### src/hdl/psm_pkg.sv
// =============================================================================
// psm_pkg
// Types, constants and helpers for the P-code stack machine execution block.
// =============================================================================
`default_nettype none

package psm_pkg;

	localparam int STACK_DEPTH = 2048;
	localparam int SP_W        = $clog2(STACK_DEPTH);
	localparam int CODE_DEPTH  = 512;
	localparam int PC_W        = $clog2(CODE_DEPTH);
	localparam int MAX_LEVEL   = 3;
	localparam int LVL_W       = 2;
	localparam int WORD_W      = 32;
	localparam int ADDR_XW     = WORD_W + 2;
	localparam int Q_DEPTH     = 4;
	localparam int Q_AW        = $clog2(Q_DEPTH);
	localparam int IN_W        = 72;
	localparam int OUT_W       = 72;

	// Primary opcodes.
	localparam logic [3:0] OP_LIT = 4'd1;
	localparam logic [3:0] OP_OPR = 4'd2;
	localparam logic [3:0] OP_LOD = 4'd3;
	localparam logic [3:0] OP_STO = 4'd4;
	localparam logic [3:0] OP_CAL = 4'd5;
	localparam logic [3:0] OP_INC = 4'd6;
	localparam logic [3:0] OP_JMP = 4'd7;
	localparam logic [3:0] OP_JPC = 4'd8;
	localparam logic [3:0] OP_SIO = 4'd9;

	// Sub-operations carried in the modifier.
	localparam logic [WORD_W-1:0] OPR_RET = 32'd0;
	localparam logic [WORD_W-1:0] OPR_NEG = 32'd1;
	localparam logic [WORD_W-1:0] OPR_ADD = 32'd2;
	localparam logic [WORD_W-1:0] OPR_SUB = 32'd3;
	localparam logic [WORD_W-1:0] OPR_MUL = 32'd4;
	localparam logic [WORD_W-1:0] OPR_DIV = 32'd5;
	localparam logic [WORD_W-1:0] OPR_ODD = 32'd6;
	localparam logic [WORD_W-1:0] OPR_MOD = 32'd7;
	localparam logic [WORD_W-1:0] OPR_EQL = 32'd8;
	localparam logic [WORD_W-1:0] OPR_NEQ = 32'd9;
	localparam logic [WORD_W-1:0] OPR_LSS = 32'd10;
	localparam logic [WORD_W-1:0] OPR_LEQ = 32'd11;
	localparam logic [WORD_W-1:0] OPR_GTR = 32'd12;
	localparam logic [WORD_W-1:0] OPR_GEQ = 32'd13;
	localparam logic [WORD_W-1:0] SIO_WRITE = 32'd1;
	localparam logic [WORD_W-1:0] SIO_READ  = 32'd2;
	localparam logic [WORD_W-1:0] SIO_HALT  = 32'd3;

	// Error codes.
	localparam logic [1:0] ERR_NONE  = 2'd0;
	localparam logic [1:0] ERR_DIV0  = 2'd1;
	localparam logic [1:0] ERR_RANGE = 2'd2;

	typedef enum logic [3:0] {
		K_NOP, K_LIT, K_RET, K_NEG, K_ODD, K_ALU, K_LOD, K_STO,
		K_CAL, K_INC, K_JMP, K_JPC, K_WRITE, K_READ, K_HALT
	} kind_t;

	typedef enum logic [3:0] {
		ALU_ADD, ALU_SUB, ALU_MUL, ALU_DIV, ALU_MOD,
		ALU_EQL, ALU_NEQ, ALU_LSS, ALU_LEQ, ALU_GTR, ALU_GEQ
	} alu_t;

	typedef struct packed {
		kind_t              kind;
		alu_t               alu;
		logic [LVL_W-1:0]   level;
		logic [WORD_W-1:0]  modifier;
		logic [WORD_W-1:0]  read_value;
	} instr_t;

	typedef enum logic [3:0] {
		ST_CLEAR, ST_IDLE, ST_WALK, ST_WALKW, ST_RD1, ST_RD2,
		ST_EXEC, ST_DIV, ST_WB, ST_FIN
	} state_t;

	function automatic logic in_stack(input logic signed [ADDR_XW-1:0] a);
		return (a >= 0) && (a < $signed(ADDR_XW'(STACK_DEPTH)));
	endfunction

	function automatic logic signed [ADDR_XW-1:0] sext_word(input logic [WORD_W-1:0] v);
		return $signed({{(ADDR_XW-WORD_W){v[WORD_W-1]}}, v});
	endfunction

endpackage

`default_nettype wire

### src/hdl/psm_queue.sv
// =============================================================================
// psm_queue
// Short instruction queue between the front end and the executor.
// =============================================================================
`default_nettype none

module psm_queue
	import psm_pkg::*;
(
	input  wire logic   clk,
	input  wire logic   arst_n,
	input  wire logic   push,
	input  instr_t      push_data,
	input  wire logic   pop,
	output logic        full,
	output logic        not_empty,
	output instr_t      head
);

	instr_t            entry_q [Q_DEPTH];
	logic [Q_AW-1:0]   wptr_q;
	logic [Q_AW-1:0]   rptr_q;
	logic [Q_AW:0]     count_q;

	assign full      = (count_q == (Q_AW+1)'(Q_DEPTH));
	assign not_empty = (count_q != '0);
	assign head      = entry_q[rptr_q];

	always_ff @(posedge clk or negedge arst_n) begin
		if (!arst_n) begin
			wptr_q  <= '0;
			rptr_q  <= '0;
			count_q <= '0;
		end else begin
			if (push) begin
				wptr_q <= wptr_q + Q_AW'(1);
			end
			if (pop) begin
				rptr_q <= rptr_q + Q_AW'(1);
			end
			if (push && !pop) begin
				count_q <= count_q + (Q_AW+1)'(1);
			end else if (pop && !push) begin
				count_q <= count_q - (Q_AW+1)'(1);
			end
		end
	end

	always_ff @(posedge clk) begin
		if (push) begin
			entry_q[wptr_q] <= push_data;
		end
	end

endmodule

`default_nettype wire

### config.mk
export PLATFORM = sky130hd
export DESIGN_NAME = psm_queue
export DESIGN_NICKNAME = d
export VERILOG_FILES = /design/src/hdl/psm_pkg.sv /design/src/hdl/psm_queue.sv
export SDC_FILE = /design/constraint.sdc
export NUM_CORES = 1
export LEC_CHECK = 0
export BUFFER_PORTS_ARGS = -buffer_cell sky130_fd_sc_hd__buf_2
export CORE_UTILIZATION = 30
export DETAILED_ROUTE_END_ITERATION = 6
export PLACE_DENSITY_LB_ADDON = 0.08
export RECOVER_POWER = 100
export SYNTH_ARGS = -nofsm -noshare
export SYNTH_HDL_FRONTEND = slang
export SYNTH_SLANG_ARGS = --single-unit
### constraint.sdc
create_clock -name clk -period 3.5 [get_ports clk]
set_clock_uncertainty 0.1 [all_clocks]
set_input_delay 0.7 -clock clk [delete_from_list [all_inputs] [get_ports clk]]
set_output_delay 0.7 -clock clk [all_outputs]
set_load 0.05 [all_outputs]
# After elaboration in Yosys (flattened, before gate mapping)
# Memory sizes are Yosys's and may differ from the RTL's.
# Cells that the tools add are included.
# classes
n_addsub	4
eq_ne	1
n_mux	4
n_reduce_logical	6
# op_table
operator	count
$mux 3	2
$add 2x1->2 const B	2
$add 3x1->3 const B	1
$eq 3x3->1 const B	1
$reduce_bool 3->1	1
$sub 3x1->3 const B	1
$logic_and 1x1->1	2
$logic_not 1->1	2
$mux 1	2
$reduce_bool 2->1	1
# totals
register_bits	7
ramBits	296
elab_cells	19
memories	1
# memory_table
memory	depth	word_bits	rd	rd_ports_with_merged_regs	write_ports	line	rtl
entry_q	4	74	1	0	1	psm_queue.sv:20	instr_t entry_q [Q_DEPTH];

# Logic depth before layout (Yosys ltp)
# depth
word_depth	4
ltp_mapped	7

# Worst setup path before layout
# Ideal clock, no wire load.
# synth_timing
path_kind	input port to flip-flop
from	input port push
to	memory entry_q[1][0] (netlist name) (enable)
arrival_time_ns	2.429
t_required_ns	2.960
setup_slack_ns	0.531
cell_stages	1
path_buffers	0
path_cell_list	and2_1
# synth_via
elab_chain_len	2
# synth_rtl
element	line	rtl
start: declaration	psm_queue.sv:12	input wire logic push,
$mux 1	psm_queue.sv:50	if (push) begin
$mux 1 (implied by the code)	psm_queue.sv:51	entry_q[wptr_q] <= push_data;
end: declaration	psm_queue.sv:20	
# Every way passes these cells.

==> flow_summary.json <==
{
  "post-cts-setup-buffer-count": 0,
  "drt-initial-drc-count": 179,
  "totalWireLength_mm": 23.0,
  "grt_setup_unrepaired": "false",
  "grt_first_pass_wirelength_mm": 35.0,
  "clk_pin_slew_ns": 0.05,
  "cts.sinks": 303,
  "commonest_cells_after_routing_fill_and_taps_aside": "sky130_fd_sc_hd__edfxtp_1, sky130_fd_sc_hd__clkbuf_1, sky130_fd_sc_hd__mux4_2",
  "critical_path.endpoint_type": "primary output",
  "slew_headroom": -0.0697,
  "synth.ff_latch_count": 303,
  "synth.area.mux_share": 0.151,
  "route.detailed.vias_per_inst": 4.55,
  "worst_slew_pin_slew_ns": 1.60,
  "core_area_sq_um": 36500,
  "insertedDiodeCount": 0,
  "crit_chain": "buf_12 > mux4_2 > clkbuf_1",
  "yosys.area_share.adder": 0.00743,
  "route.detailed.drc": 0,
  "vias": 4996,
  "area.growth.synth_to_final_pct": 20.1,
  "cts_tree": "built",
  "total_power_mw": 13.1,
  "layout.cell_area.non_filler_sq_um": 13400,
  "ff_latch_area_sq_um": 9070,
  "power_per_cell_area_nw_per_um2": 983,
  "design.die.area_sq_um": 37800,
  "fin_setup_tns_ns": 0,
  "grtUsageTotal": 0.125,
  "multi_input_area_sq_um": 1870,
  "drt_pre_antenna_iters": 4,
  "yosys.area.top_type_share": 0.799,
  "synth-warning-count": 0,
  "final_cycle_share": 0.901,
  "critical_path_fanout_max": 39,
  "synth_fp_nets": 505,
  "postSynthAreaPerCell_sq_um": 26.4,
  "grt_overflow": 0,
  "synthesis.area_sq_um": 11100,
  "min_delay_worst_type": "in -> reg",
  "post_synth_and_or_nand_nor_area_fraction": 0.00450,
  "period_needed_ns": 3.15,
  "die_y_microns": 195,
  "required_ns": 2.70,
  "pin_count": 154,
  "synth.distinct_cells": 20,
  "crit_arrival_ns": 2.35,
  "post_synth_inst_count": 421,
  "clock_tree_root_driver_cell": "sky130_fd_sc_hd__clkbuf_16",
  "cts_made_buffers": 36,
  "synth_compound_area_frac": 0.000450,
  "synth_seq_area_share": 0.815,
  "worst_skew_pair_latency_ns": 0.49,
  "critPathSlowestCell": "sky130_fd_sc_hd__dfrtp_4",
  "status": "finished with violations",
  "gp_congestion": 0.678,
  "synth-xor-area-share": 0.00473,
  "setup_viol": 0,
  "grt_antenna_before_repair": 0,
  "floorplan.initialDensity": 0.304,
  "max_freq_mhz": 317,
  "die_x_microns": 195,
  "grt_pass1_vias": 5718,
  "layout.cells.most_common": "sky130_fd_sc_hd__edfxtp_1",
  "worst_ir_drop_on_vdd_v": 0.000565,
  "dr_wl_cell_microns": 21.0,
  "violations": "max-capacitance violations, max-slew violations",
  "final-hold-violation-count": 0,
  "fillers": 3403,
  "final_nets": 692,
  "placement.cell_area_sq_um": 12500,
  "row_count": 70,
  "start_kind": "flop",
  "total_leakage_power_nw": 4.21,
  "finalMaxSlewViolations": 38,
  "drive_gt1_frac": 0.240,
  "synth.area.top_cells": "sky130_fd_sc_hd__edfxtp_1, sky130_fd_sc_hd__mux4_2, sky130_fd_sc_hd__dfrtp_1, sky130_fd_sc_hd__buf_12, sky130_fd_sc_hd__ha_1",
  "pin_count_of_the_biggest_net_entering_global_routing": 41,
  "synth_top_family_by_area": "multiplexers",
  "portBuffers": 153,
  "timing.critical_path.slowest_cell_delay_ns": 0.68,
  "max_cap_violations": 2,
  "path_class": "reg -> out",
  "h_tree_depth": 2,
  "clockBufferDepth": 3,
  "detailed_place_hpwl_mm": 13.4,
  "ant_nets": 0,
  "yosys.area.top_type": "sky130_fd_sc_hd__edfxtp_1"
}
cell families (layout without fill, tap and decap cells):
kind of cell | Yosys count | in the layout
compound gates | 1 | 1
xor+xnor | 6 | 6
fa+ha+maj | 6 | 6
buf+inv | 21 | 229
flops | 303 | 303
mux | 75 | 75
simple gates | 9 | 9
synthesized netlist by cell type:
cell type,number
sky130_fd_sc_hd__xnor2_1,2
sky130_fd_sc_hd__edfxtp_1,296
sky130_fd_sc_hd__nor2_1,1
sky130_fd_sc_hd__xor2_1,4
sky130_fd_sc_hd__buf_4,3
sky130_fd_sc_hd__inv_1,4
sky130_fd_sc_hd__nand2_1,2
sky130_fd_sc_hd__buf_2,6
sky130_fd_sc_hd__and2_1,4
sky130_fd_sc_hd__o21ai_0,1
sky130_fd_sc_hd__mux2_2,1
sky130_fd_sc_hd__mux4_2,74
sky130_fd_sc_hd__nor3b_1,1
sky130_fd_sc_hd__clkbuf_1,2
sky130_fd_sc_hd__ha_1,5
sky130_fd_sc_hd__fa_1,1
sky130_fd_sc_hd__buf_12,5
sky130_fd_sc_hd__dfrtp_1,7
sky130_fd_sc_hd__or3_1,1
sky130_fd_sc_hd__buf_6,1
repair_timing:
| action | CTS | global route |
|---|---|---|
| resized for setup | 0 | 0 |
| hold buffers | 1 | 0 |
| endpoints found under the hold margin | 7 | 0 |
where the power goes:
part	switching (mW)	total [mW]	internal, mW	leakage [nW]
clock network	1.31	3.30	1.99	0.516
registers	0.222	4.98	4.76	2.80
logic	3.51	4.84	1.33	0.895
total	5.05	13.1	8.08	4.21
critical path: cells and delay by family, from the launching register on:
family / cells / cell delay, ns
buffers and inverters: 2 / 0.84
DFF: 1 / 0.68
muxes: 1 / 0.29
through the flow:
stage          setup WS (ns)  instances  hold WS (ns)   util
2_1_floorplan          0.531        421         0.304      -
3_3_place_gp           0.971       1037         0.366  0.342
3_5_place_dp           0.976       1037         0.388  0.342
4_1_cts                0.425       1097         0.286  0.371
5_1_grt                0.232       1097         0.322  0.366
6_report               0.347       1097         0.325  0.366
state kept, by name, indices dropped and copies added, names as in the netlist:
register  flops
count_q       3
entry_q     296
rptr_q        2
wptr_q        2
metal layers:
layer / GRT usage / part of all wire / wire [microns]
met1: 0.156 / 0.42 / 9730
met2: 0.212 / 0.50 / 11600
met3: 0.0311 / 0.049 / 1120
met4: 0.0414 / 0.024 / 554
met5: 0 / 0 / 0
final timing paths:
check	from	endpoint	slack, ns	depth (start not counted)
worst max-delay path	rptr_q[1]	head[59]	0.35	3
worst min-delay path	pop	rptr_q[0]	0.32	2
worst max register to register	wptr_q[0]	entry_q[3][38]	0.56	3
worst min register to register	count_q[2]	count_q[2]	0.41	1
max in group asynchronous	arst_n	rptr_q[0]	2.37	2
min in group asynchronous	arst_n	rptr_q[0]	0.59	2
layout make-up:
type,count,share of cell area
Inverter,4,0.00112
Multi-Input combinational cell,97,0.140
Clock buffer,45,0.0716
Clock inverter,14,0.00656
Tap cell,468,0.0438
Sequential cell,303,0.679
Timing Repair Buffer,166,0.0578
Power figures use the tool's default switching activity.
