## config.mk

```make
export PLATFORM = sky130hd
export DESIGN_NAME = psm_front
export DESIGN_NICKNAME = d
export VERILOG_FILES = /design/src/hdl/psm_pkg.sv /design/src/hdl/psm_front.sv
export SDC_FILE = /design/constraint.sdc
export NUM_CORES = 1
export LEC_CHECK = 0
export BUFFER_PORTS_ARGS = -buffer_cell sky130_fd_sc_hd__clkbuf_2
export CORE_AREA = 2 2 58 60
export DETAILED_ROUTE_END_ITERATION = 16
export DIE_AREA = 0 0 60 62
export MAX_ROUTING_LAYER = met4
export PLACE_DENSITY = 0.9
export SLEW_MARGIN = 40
export SYNTH_ARGS = -nofsm -noshare
export SYNTH_HDL_FRONTEND = slang
export SYNTH_SLANG_ARGS = --single-unit
export TNS_END_PERCENT = 5
```

## constraint.sdc

```tcl
create_clock -name vclk -period 4
set_clock_uncertainty 0.2 [all_clocks]
set_input_delay 0.4 -clock vclk [all_inputs]
set_output_delay 0.4 -clock vclk [all_outputs]
set_load 0.05 [all_outputs]
```

## src/hdl/psm_pkg.sv

```systemverilog
// =============================================================================
// psm_pkg
// Types, constants and helpers for the P-code stack machine execution block.
// =============================================================================
`default_nettype none

package psm_pkg;

	localparam int STACK_DEPTH = 2048;
	localparam int SP_W        = $clog2(STACK_DEPTH);
	localparam int CODE_DEPTH  = 512;
	localparam int PC_W        = $clog2(CODE_DEPTH);
	localparam int MAX_LEVEL   = 3;
	localparam int LVL_W       = 2;
	localparam int WORD_W      = 32;
	localparam int ADDR_XW     = WORD_W + 2;
	localparam int Q_DEPTH     = 4;
	localparam int Q_AW        = $clog2(Q_DEPTH);
	localparam int IN_W        = 72;
	localparam int OUT_W       = 72;

	// Primary opcodes.
	localparam logic [3:0] OP_LIT = 4'd1;
	localparam logic [3:0] OP_OPR = 4'd2;
	localparam logic [3:0] OP_LOD = 4'd3;
	localparam logic [3:0] OP_STO = 4'd4;
	localparam logic [3:0] OP_CAL = 4'd5;
	localparam logic [3:0] OP_INC = 4'd6;
	localparam logic [3:0] OP_JMP = 4'd7;
	localparam logic [3:0] OP_JPC = 4'd8;
	localparam logic [3:0] OP_SIO = 4'd9;

	// Sub-operations carried in the modifier.
	localparam logic [WORD_W-1:0] OPR_RET = 32'd0;
	localparam logic [WORD_W-1:0] OPR_NEG = 32'd1;
	localparam logic [WORD_W-1:0] OPR_ADD = 32'd2;
	localparam logic [WORD_W-1:0] OPR_SUB = 32'd3;
	localparam logic [WORD_W-1:0] OPR_MUL = 32'd4;
	localparam logic [WORD_W-1:0] OPR_DIV = 32'd5;
	localparam logic [WORD_W-1:0] OPR_ODD = 32'd6;
	localparam logic [WORD_W-1:0] OPR_MOD = 32'd7;
	localparam logic [WORD_W-1:0] OPR_EQL = 32'd8;
	localparam logic [WORD_W-1:0] OPR_NEQ = 32'd9;
	localparam logic [WORD_W-1:0] OPR_LSS = 32'd10;
	localparam logic [WORD_W-1:0] OPR_LEQ = 32'd11;
	localparam logic [WORD_W-1:0] OPR_GTR = 32'd12;
	localparam logic [WORD_W-1:0] OPR_GEQ = 32'd13;
	localparam logic [WORD_W-1:0] SIO_WRITE = 32'd1;
	localparam logic [WORD_W-1:0] SIO_READ  = 32'd2;
	localparam logic [WORD_W-1:0] SIO_HALT  = 32'd3;

	// Error codes.
	localparam logic [1:0] ERR_NONE  = 2'd0;
	localparam logic [1:0] ERR_DIV0  = 2'd1;
	localparam logic [1:0] ERR_RANGE = 2'd2;

	typedef enum logic [3:0] {
		K_NOP, K_LIT, K_RET, K_NEG, K_ODD, K_ALU, K_LOD, K_STO,
		K_CAL, K_INC, K_JMP, K_JPC, K_WRITE, K_READ, K_HALT
	} kind_t;

	typedef enum logic [3:0] {
		ALU_ADD, ALU_SUB, ALU_MUL, ALU_DIV, ALU_MOD,
		ALU_EQL, ALU_NEQ, ALU_LSS, ALU_LEQ, ALU_GTR, ALU_GEQ
	} alu_t;

	typedef struct packed {
		kind_t              kind;
		alu_t               alu;
		logic [LVL_W-1:0]   level;
		logic [WORD_W-1:0]  modifier;
		logic [WORD_W-1:0]  read_value;
	} instr_t;

	typedef enum logic [3:0] {
		ST_CLEAR, ST_IDLE, ST_WALK, ST_WALKW, ST_RD1, ST_RD2,
		ST_EXEC, ST_DIV, ST_WB, ST_FIN
	} state_t;

	function automatic logic in_stack(input logic signed [ADDR_XW-1:0] a);
		return (a >= 0) && (a < $signed(ADDR_XW'(STACK_DEPTH)));
	endfunction

	function automatic logic signed [ADDR_XW-1:0] sext_word(input logic [WORD_W-1:0] v);
		return $signed({{(ADDR_XW-WORD_W){v[WORD_W-1]}}, v});
	endfunction

endpackage

`default_nettype wire

```

## src/hdl/psm_front.sv

```systemverilog
// =============================================================================
// psm_front
// Accepts instruction items and sorts them into execution kinds.
// =============================================================================
`default_nettype none

module psm_front
	import psm_pkg::*;
(
	input  wire logic             s_axis_tvalid,
	output logic                  s_axis_tready,
	input  wire logic [IN_W-1:0]  s_axis_tdata,
	input  wire logic             q_full,
	input  wire logic             clearing,
	output logic                  q_push,
	output instr_t                q_data
);

	logic [3:0]        opcode;
	logic [LVL_W-1:0]  level;
	logic [WORD_W-1:0] modifier;

	assign opcode   = s_axis_tdata[3:0];
	assign level    = s_axis_tdata[5:4];
	assign modifier = s_axis_tdata[37:6];

	assign s_axis_tready = !q_full && !clearing;
	assign q_push        = s_axis_tvalid && s_axis_tready;

	always_comb begin
		q_data.kind       = K_NOP;
		q_data.alu        = ALU_ADD;
		q_data.level      = (level > LVL_W'(MAX_LEVEL)) ? LVL_W'(MAX_LEVEL) : level;
		q_data.modifier   = modifier;
		q_data.read_value = s_axis_tdata[69:38];
		unique case (opcode)
			OP_LIT: q_data.kind = K_LIT;
			OP_OPR: begin
				q_data.kind = K_ALU;
				unique case (modifier)
					OPR_RET: q_data.kind = K_RET;
					OPR_NEG: q_data.kind = K_NEG;
					OPR_ODD: q_data.kind = K_ODD;
					OPR_ADD: q_data.alu = ALU_ADD;
					OPR_SUB: q_data.alu = ALU_SUB;
					OPR_MUL: q_data.alu = ALU_MUL;
					OPR_DIV: q_data.alu = ALU_DIV;
					OPR_MOD: q_data.alu = ALU_MOD;
					OPR_EQL: q_data.alu = ALU_EQL;
					OPR_NEQ: q_data.alu = ALU_NEQ;
					OPR_LSS: q_data.alu = ALU_LSS;
					OPR_LEQ: q_data.alu = ALU_LEQ;
					OPR_GTR: q_data.alu = ALU_GTR;
					OPR_GEQ: q_data.alu = ALU_GEQ;
					default: q_data.kind = K_NOP;
				endcase
			end
			OP_LOD: q_data.kind = K_LOD;
			OP_STO: q_data.kind = K_STO;
			OP_CAL: q_data.kind = K_CAL;
			OP_INC: q_data.kind = K_INC;
			OP_JMP: q_data.kind = K_JMP;
			OP_JPC: q_data.kind = K_JPC;
			OP_SIO: begin
				unique case (modifier)
					SIO_WRITE: q_data.kind = K_WRITE;
					SIO_READ:  q_data.kind = K_READ;
					SIO_HALT:  q_data.kind = K_HALT;
					default:   q_data.kind = K_NOP;
				endcase
			end
			default: q_data.kind = K_NOP;
		endcase
	end

endmodule

`default_nettype wire

```

# Yosys cells after proc, flatten, opt, wreduce, memory -nomap -nowiden
# Cells that the tools add are included.
# op_classes
mux	6
order_cmp	1
eq_ne	22
reduce_logical	6
# op_table
operator	count
32-bit by 4-bit == test with 1-bit output (second input constant)	6
32-bit by 3-bit == test with 1-bit output (second input constant)	4
32-bit by 2-bit == test with 1-bit output (second input constant)	2
4-bit one-hot mux with 10 select lines	1
4-bit one-hot mux with 9 select lines	1
32-bit by 1-bit == test with 1-bit output (second input constant)	1
32-bit logical NOT	1
4-bit by 3-bit == test with 1-bit output (second input constant)	4
3-bit one-hot mux with 4 select lines	1
4-bit one-hot mux with 3 select lines	1
11-bit OR reduction	1
4-bit by 2-bit == test with 1-bit output (second input constant)	2
4-bit == test (second input constant)	2
4-bit by 1-bit == test with 1-bit output (second input constant)	1
4-bit two-way mux	1
2-bit > comparator (second input constant)	1
1-bit logical AND	2
1-bit logical NOT	2
2-bit two-way mux	1
# totals
in_bits	75
wordCells	35
out_inout_bits	76
reg_bits	0

# Depth between registers and ports, before layout
# Gate-level depths: netlist of run 1.
# depth
depth_word	4
depth_mapped	5
depth_no_buf	4

# Worst setup path after synthesis of run 1
# No wires, ideal clock.
# synth_timing
path_type	input-to-output
startpoint	input port s_axis_tdata[2]
endpoint	output port q_data[73] (netlist bit)
t_required_ns	3.400
path_buffers	1
cell_stages	5
setup_slack_ns	0.776
arrival_time_ns	2.624
cell_sequence	buf_6 or4_4 nor4_2 nand2_1 o31ai_1
# synth_lines
element	line	text
start, declared	psm_front.sv:12	input wire logic [IN_W-1:0] s_axis_tdata,
end, declared	psm_front.sv:16	output instr_t q_data

==> impl_metrics.toml, run 1 <==
[detailed_routing]
route.detailed.drc = 0
wirelength_um = 2450
routed_via_density = 4.720
wl_per_cell_um = 12.69
drtPass1Iterations = 2
num_vias = 911
antenna_left = 0
drt-initial-drc-count = 7

[sta]
timing.final.crit_share_pct = 71.17
setup-violations-final = 0
finalCriticalPeriod_ns = 2.847
rsz0062_at_grt = "no"
maxSlewViolCount = 0
max_freq_ghz = 0.3513
max_slew_margin_pct = 75.67
fin_setup_tns_ns = 0
worst_pin_slew_ns = 0.3620
report.final.hold_viol_count = 0

[floorplan]
core_sq_um = 3179
start_util_pct = 30.54
die_width_um = 60
ios = 151
die_h_um = 62
design.die.area_sq_um = 3720
row_count = 21

[setup_path]
start_kind = "input pin"
crit_arrival_ns = 2.25
critical_path_class = "in2out"
crit_fanout = 5
cp.required_ns = 3.40
endpoint_kind = "output pin"

[global_route]
grt_pass1_wl_um = 3284
antenna_found_initial = 0
grt_start_max_net_pins = 16
grt_remaining_overflow = 0
grt_use_total_pct = 11.67
grt_pass1_vias = 721

[placed_design]
dp_hpwl_um = 2223
portBuffers = 81
place.gp.congestion = 0.7843
placed_cells = 193

[hold_path]
min_path_cells = 0
worstHoldPathType = "in2out"
whs_endpoint = "q_data[6]"
hp-start = "s_axis_tdata[44]"

[synthesis]
ys_seq_area_share_pct = 0
synth_area_leaders = "buf_4 (51%), nor2_1 (5.4%), nand2_1 (3.1%), a2111oi_4 (2.8%), nor4_1 (2.6%)"
yosysUniqueCellTypes = 37
synthCells = 139
synthesis.area_sq_um = 970.9
yosys.area_share.simple_pct = 30.54
synthAdderAreaFrac_pct = 0
synthXorXnorAreaFrac_pct = 1.804
ys_top_cells_by_count = "buf_4 (66), nor2_1 (14), nand2_1 (8)"
synth_compound_area_share_pct = 11.08
yosysTopAreaCell = "buf_4"
synth_fp_nets = 214
synth.most_common_cell = "buf_4"
synth_top_area_share_pct = 51.03
muxShareOfSynthArea_pct = 2.062
synth_top_family_by_area = "buffers and inverters"
ys_warn_count = 0
syn-mean-instance-area_sq_um = 6.985

[clocking]
cts.hold.buffers_added = 0
cts_resized = 0
cts_setup_buffers = 0

[finish]
flops_and_latches = 0
nNetsFinal = 224
syn_to_final_growth_pct = -6.830
regArea_sq_um = 0
clock_buffers = 0
drive_above_1_share_pct = 59.18
layout.cells.non_filler = 193
num_antenna_cells = 0

[run_status]
outcome = "finished clean"

[job]
max_cap_violations = 0

[power_and_ir_drop]
ir_drop_mv = 0.04226
power_leakage_uw = 0.0004678
cellPowerDensity_nw_per_um2 = 163.6
[worst max-delay path: stages]
cell	delay (ns)
clkbuf_2	0.09
or4_4	0.56
nor4b_4	0.33
nand3_2	0.20
a2111oi_4	0.35
clkbuf_2	0.32
[power by group]
part / leakage [uW] / internal [uW] / switching [uW]
sequential: 0 / 0 / 0
clock: 0 / 0 / 0
combinational: 0.000468 / 38.2 / 110
[cell usage in the layout (no fill, tap or decap)]
cell type,Yosys,final
clkbuf_2,0,81
nor2_1,14,14
nand2_1,8,8
nor4_1,4,4
a21oi_1,4,4
nand3_1,3,3
nand3b_1,2,2
or3_1,2,2
or4_1,2,2
mux2i_1,2,2
o211ai_1,2,2
nand4b_1,1,1
and4_1,1,1
or4_4,1,1
nor4b_4,1,1
nand2b_1,1,1
nand3_2,1,1
nor4bb_1,1,1
o21a_1,1,1
a2111oi_4,1,1
nor4_2,1,1
or2_2,1,1
a21o_1,1,1
o22a_1,1,1
xor2_1,1,1
o221ai_1,1,1
nand4_1,1,1
nor3b_1,1,1
xnor2_1,1,1
nor3_1,1,1
o21ai_0,1,1
nor4b_1,1,1
o31ai_1,1,1
and2_1,1,1
[through the flow]
stage               power [uW]  utilization, %  instance area (sq um)  setup slack (ns)  hold slack [ns]
finish                   148.0           28.45                  904.6             1.153           0.6000
global route             157.8           28.45                  904.6             1.041           0.6001
CTS                      149.2           28.45                  904.6             1.114           0.6003
detailed placement       148.8           28.45                  904.6             1.116           0.6003
global placement         147.2           28.45                  904.6             1.153           0.6003
floorplan                220.3               -                  970.9            0.7761           0.7671
[cell type report]
type	instances	area (sq um)
fillers	353	2275
multi-input cells	66	441.7
well taps	46	57.56
repair buffers	81	405.4
[per-layer routing]
metal  up-vias  global-route usage, %  part of all wire (%)
met2        89                  25.00                    55
li1        433                      -                     -
met3         2                  2.899                    13
met5         -                      -                     0
met4         0                 0.9524                  0.57
met1       387                  10.47                    31
[how the worst max path moves through the flow]
stage	cells past startpoint	from	end	slack [ns]
5_1_grt	6	s_axis_tdata[31]	q_data[66]	1.04
2_1_floorplan	5	s_axis_tdata[2]	q_data[73]	0.78
3_3_place_gp	6	s_axis_tdata[31]	q_data[66]	1.15
6_report	6	s_axis_tdata[31]	q_data[66]	1.15
3_5_place_dp	6	s_axis_tdata[31]	q_data[66]	1.12
4_1_cts	6	s_axis_tdata[31]	q_data[66]	1.11
[cell families (layout without fill, tap and decap cells)]
family	Yosys count	count (layout)
buf+inv	73	81
simple gates	49	49
compound gates	13	13
xor+xnor	2	2
mux	2	2
Note: power is estimated with default switching activity, not from simulation.
==> run 2, diff against run 1 <==
Settings changed: CORE_AREA 2 2 58 60 to 2 2 60 62, DIE_AREA 0 0 60 62 to 0 0 62 64, PLACE_DENSITY 0.9 to 0.85.
Clock period 4 ns to 2.7 ns, I/O delays scaled along.
==> run 2 against run 1 <==
  * Via count fell by 0.22%
  * Critical path depth unchanged
  * Worst hold slack worse by 0.26 ns
  * Final area increased by 2.2%
  * Core utilization decreased by 0.30 points
  * First-iteration DRC count grew to 4.9 times the previous value
  * Combinational power increased by 50%
  * Cell count grew 1.0%
  * Total power grew 50%
  * Largest power group unchanged
==> impl_metrics.toml, run 2 (synthesized netlist as in run 1, its figures left out) <==
[setup_path]
cpMostUsedCell = "clkbuf_2"
start_kind = "input pin"
critical_path_class = "in2out"
endpoint_kind = "output pin"
cp.required_ns = 2.23
crit_path_start = "s_axis_tdata[31]"
max_stage_delay_ns = 0.56
crit_slowest_cell = "or4_4"
crit_path_cell_trace = "clkbuf_2 > or4_4 > nor4b_4 > nand3_2 > a2111oi_4 > clkbuf_2"
crit_fanout = 3
path_buf_inv = 2
crit_arrival_ns = 2.07
critical-path-top-delay-family = "simple AND/OR/NAND/NOR gates"

[sta]
fin_setup_tns_ns = 0
maxSlewViolCount = 0
max_slew_margin_pct = 79.06
finalCriticalPeriod_ns = 2.542
report.final.hold_viol_count = 0
rsz0062_at_grt = "no"
timing.final.crit_share_pct = 94.16
setup-violations-final = 0
max_freq_ghz = 0.3933
worst_pin_slew_ns = 0.3115

[clocking]
cts_resized = 0
cts_setup_buffers = 0
cts.hold.buffers_added = 0

[detailed_routing]
antenna_left = 0
route.detailed.drc = 0
wl_per_cell_um = 11.88
drt-initial-drc-count = 34
drtPass1Iterations = 4
routed_via_density = 4.662
num_vias = 909
wirelength_um = 2316

[finish]
flops_and_latches = 0
drive_above_1_share_pct = 60.40
nNetsFinal = 226
mostFrequentLayoutCells = "clkbuf_2 (81), nor2_1 (14), nand2_1 (8), nor4_1 (4), a21oi_1 (4)"
multi_input_comb_area_sq_um = 446.7
final_cell_area_sq_um = 924.6
syn_to_final_growth_pct = -4.768
postLayoutCoreUtil_pct = 28.15
layout_commonest_cell = "clkbuf_2"
num_antenna_cells = 0
clock_buffers = 0
num-fill-cells = 361
regArea_sq_um = 0

[placed_design]
placed_area_sq_um = 924.6
portBuffers = 81
place.gp.congestion = 0.8249
dp_hpwl_um = 2113

[job]
max_cap_violations = 0

[power_and_ir_drop]
power_leakage_uw = 0.0004784
ir_drop_mv = 0.05549
cellPowerDensity_nw_per_um2 = 239.6

[floorplan]
start_util_pct = 29.56
ios = 151
die_width_um = 62
design.die.area_sq_um = 3968
core_sq_um = 3284
die_h_um = 64
row_count = 21

[hold_path]
worstHoldPathType = "in2out"
min_path_cells = 0
hp-start = "s_axis_tdata[59]"
whs_endpoint = "q_data[21]"

[global_route]
grt_remaining_overflow = 0
antenna_found_initial = 0
grt_pass1_wl_um = 3180
grt_start_max_net_pins = 16
grt_pass1_vias = 791
grt_use_total_pct = 10.31

[run_status]
outcome = "finished clean"
[run 2: where the power goes]
group	switching, uW	internal (uW)	total (uW)
logic	164	57.8	222
clock network	0	0	0
registers	0	0	0
total	164	57.8	222
[run 2: routing by layer]
metal	part of all wire [%]	GRT usage [%]	wire, um	up-vias
met5	0	-	0	-
met4	1.5	1.064	34	0
met3	12	3.036	285	8
met2	55	21.88	1269	84
met1	31	8.111	727	382
li1	-	-	-	435
[run 2: layout make-up]
| cell class | instances | area share (%) |
|---|---|---|
| tap | 46 | 6.225 |
| timing repair buffer | 83 | 45.47 |
| multi-input combinational | 66 | 48.31 |
[run 2: worst max-delay path by stage]
stage	end	slack, ns	cells past startpoint
2_1_floorplan	q_data[71]	0.09	5
3_5_place_dp	q_data[66]	0.14	6
6_report	q_data[66]	0.16	6
3_3_place_gp	q_data[66]	0.15	6
5_1_grt	q_data[66]	0.05	6
4_1_cts	q_data[66]	0.14	6
[run 2: per-stage QoR]
stage | setup slack [ns] | std cells | hold WS, ns | power, uW
after floorplan | 0.08678 | 139 | 0.5071 | 327.0
after global placement | 0.1544 | 195 | 0.3403 | 220.8
after detailed placement | 0.1427 | 195 | 0.3403 | 222.6
after CTS | 0.1384 | 195 | 0.3403 | 223.0
after global routing | 0.04864 | 195 | 0.3401 | 235.4
final | 0.1577 | 195 | 0.3400 | 221.5
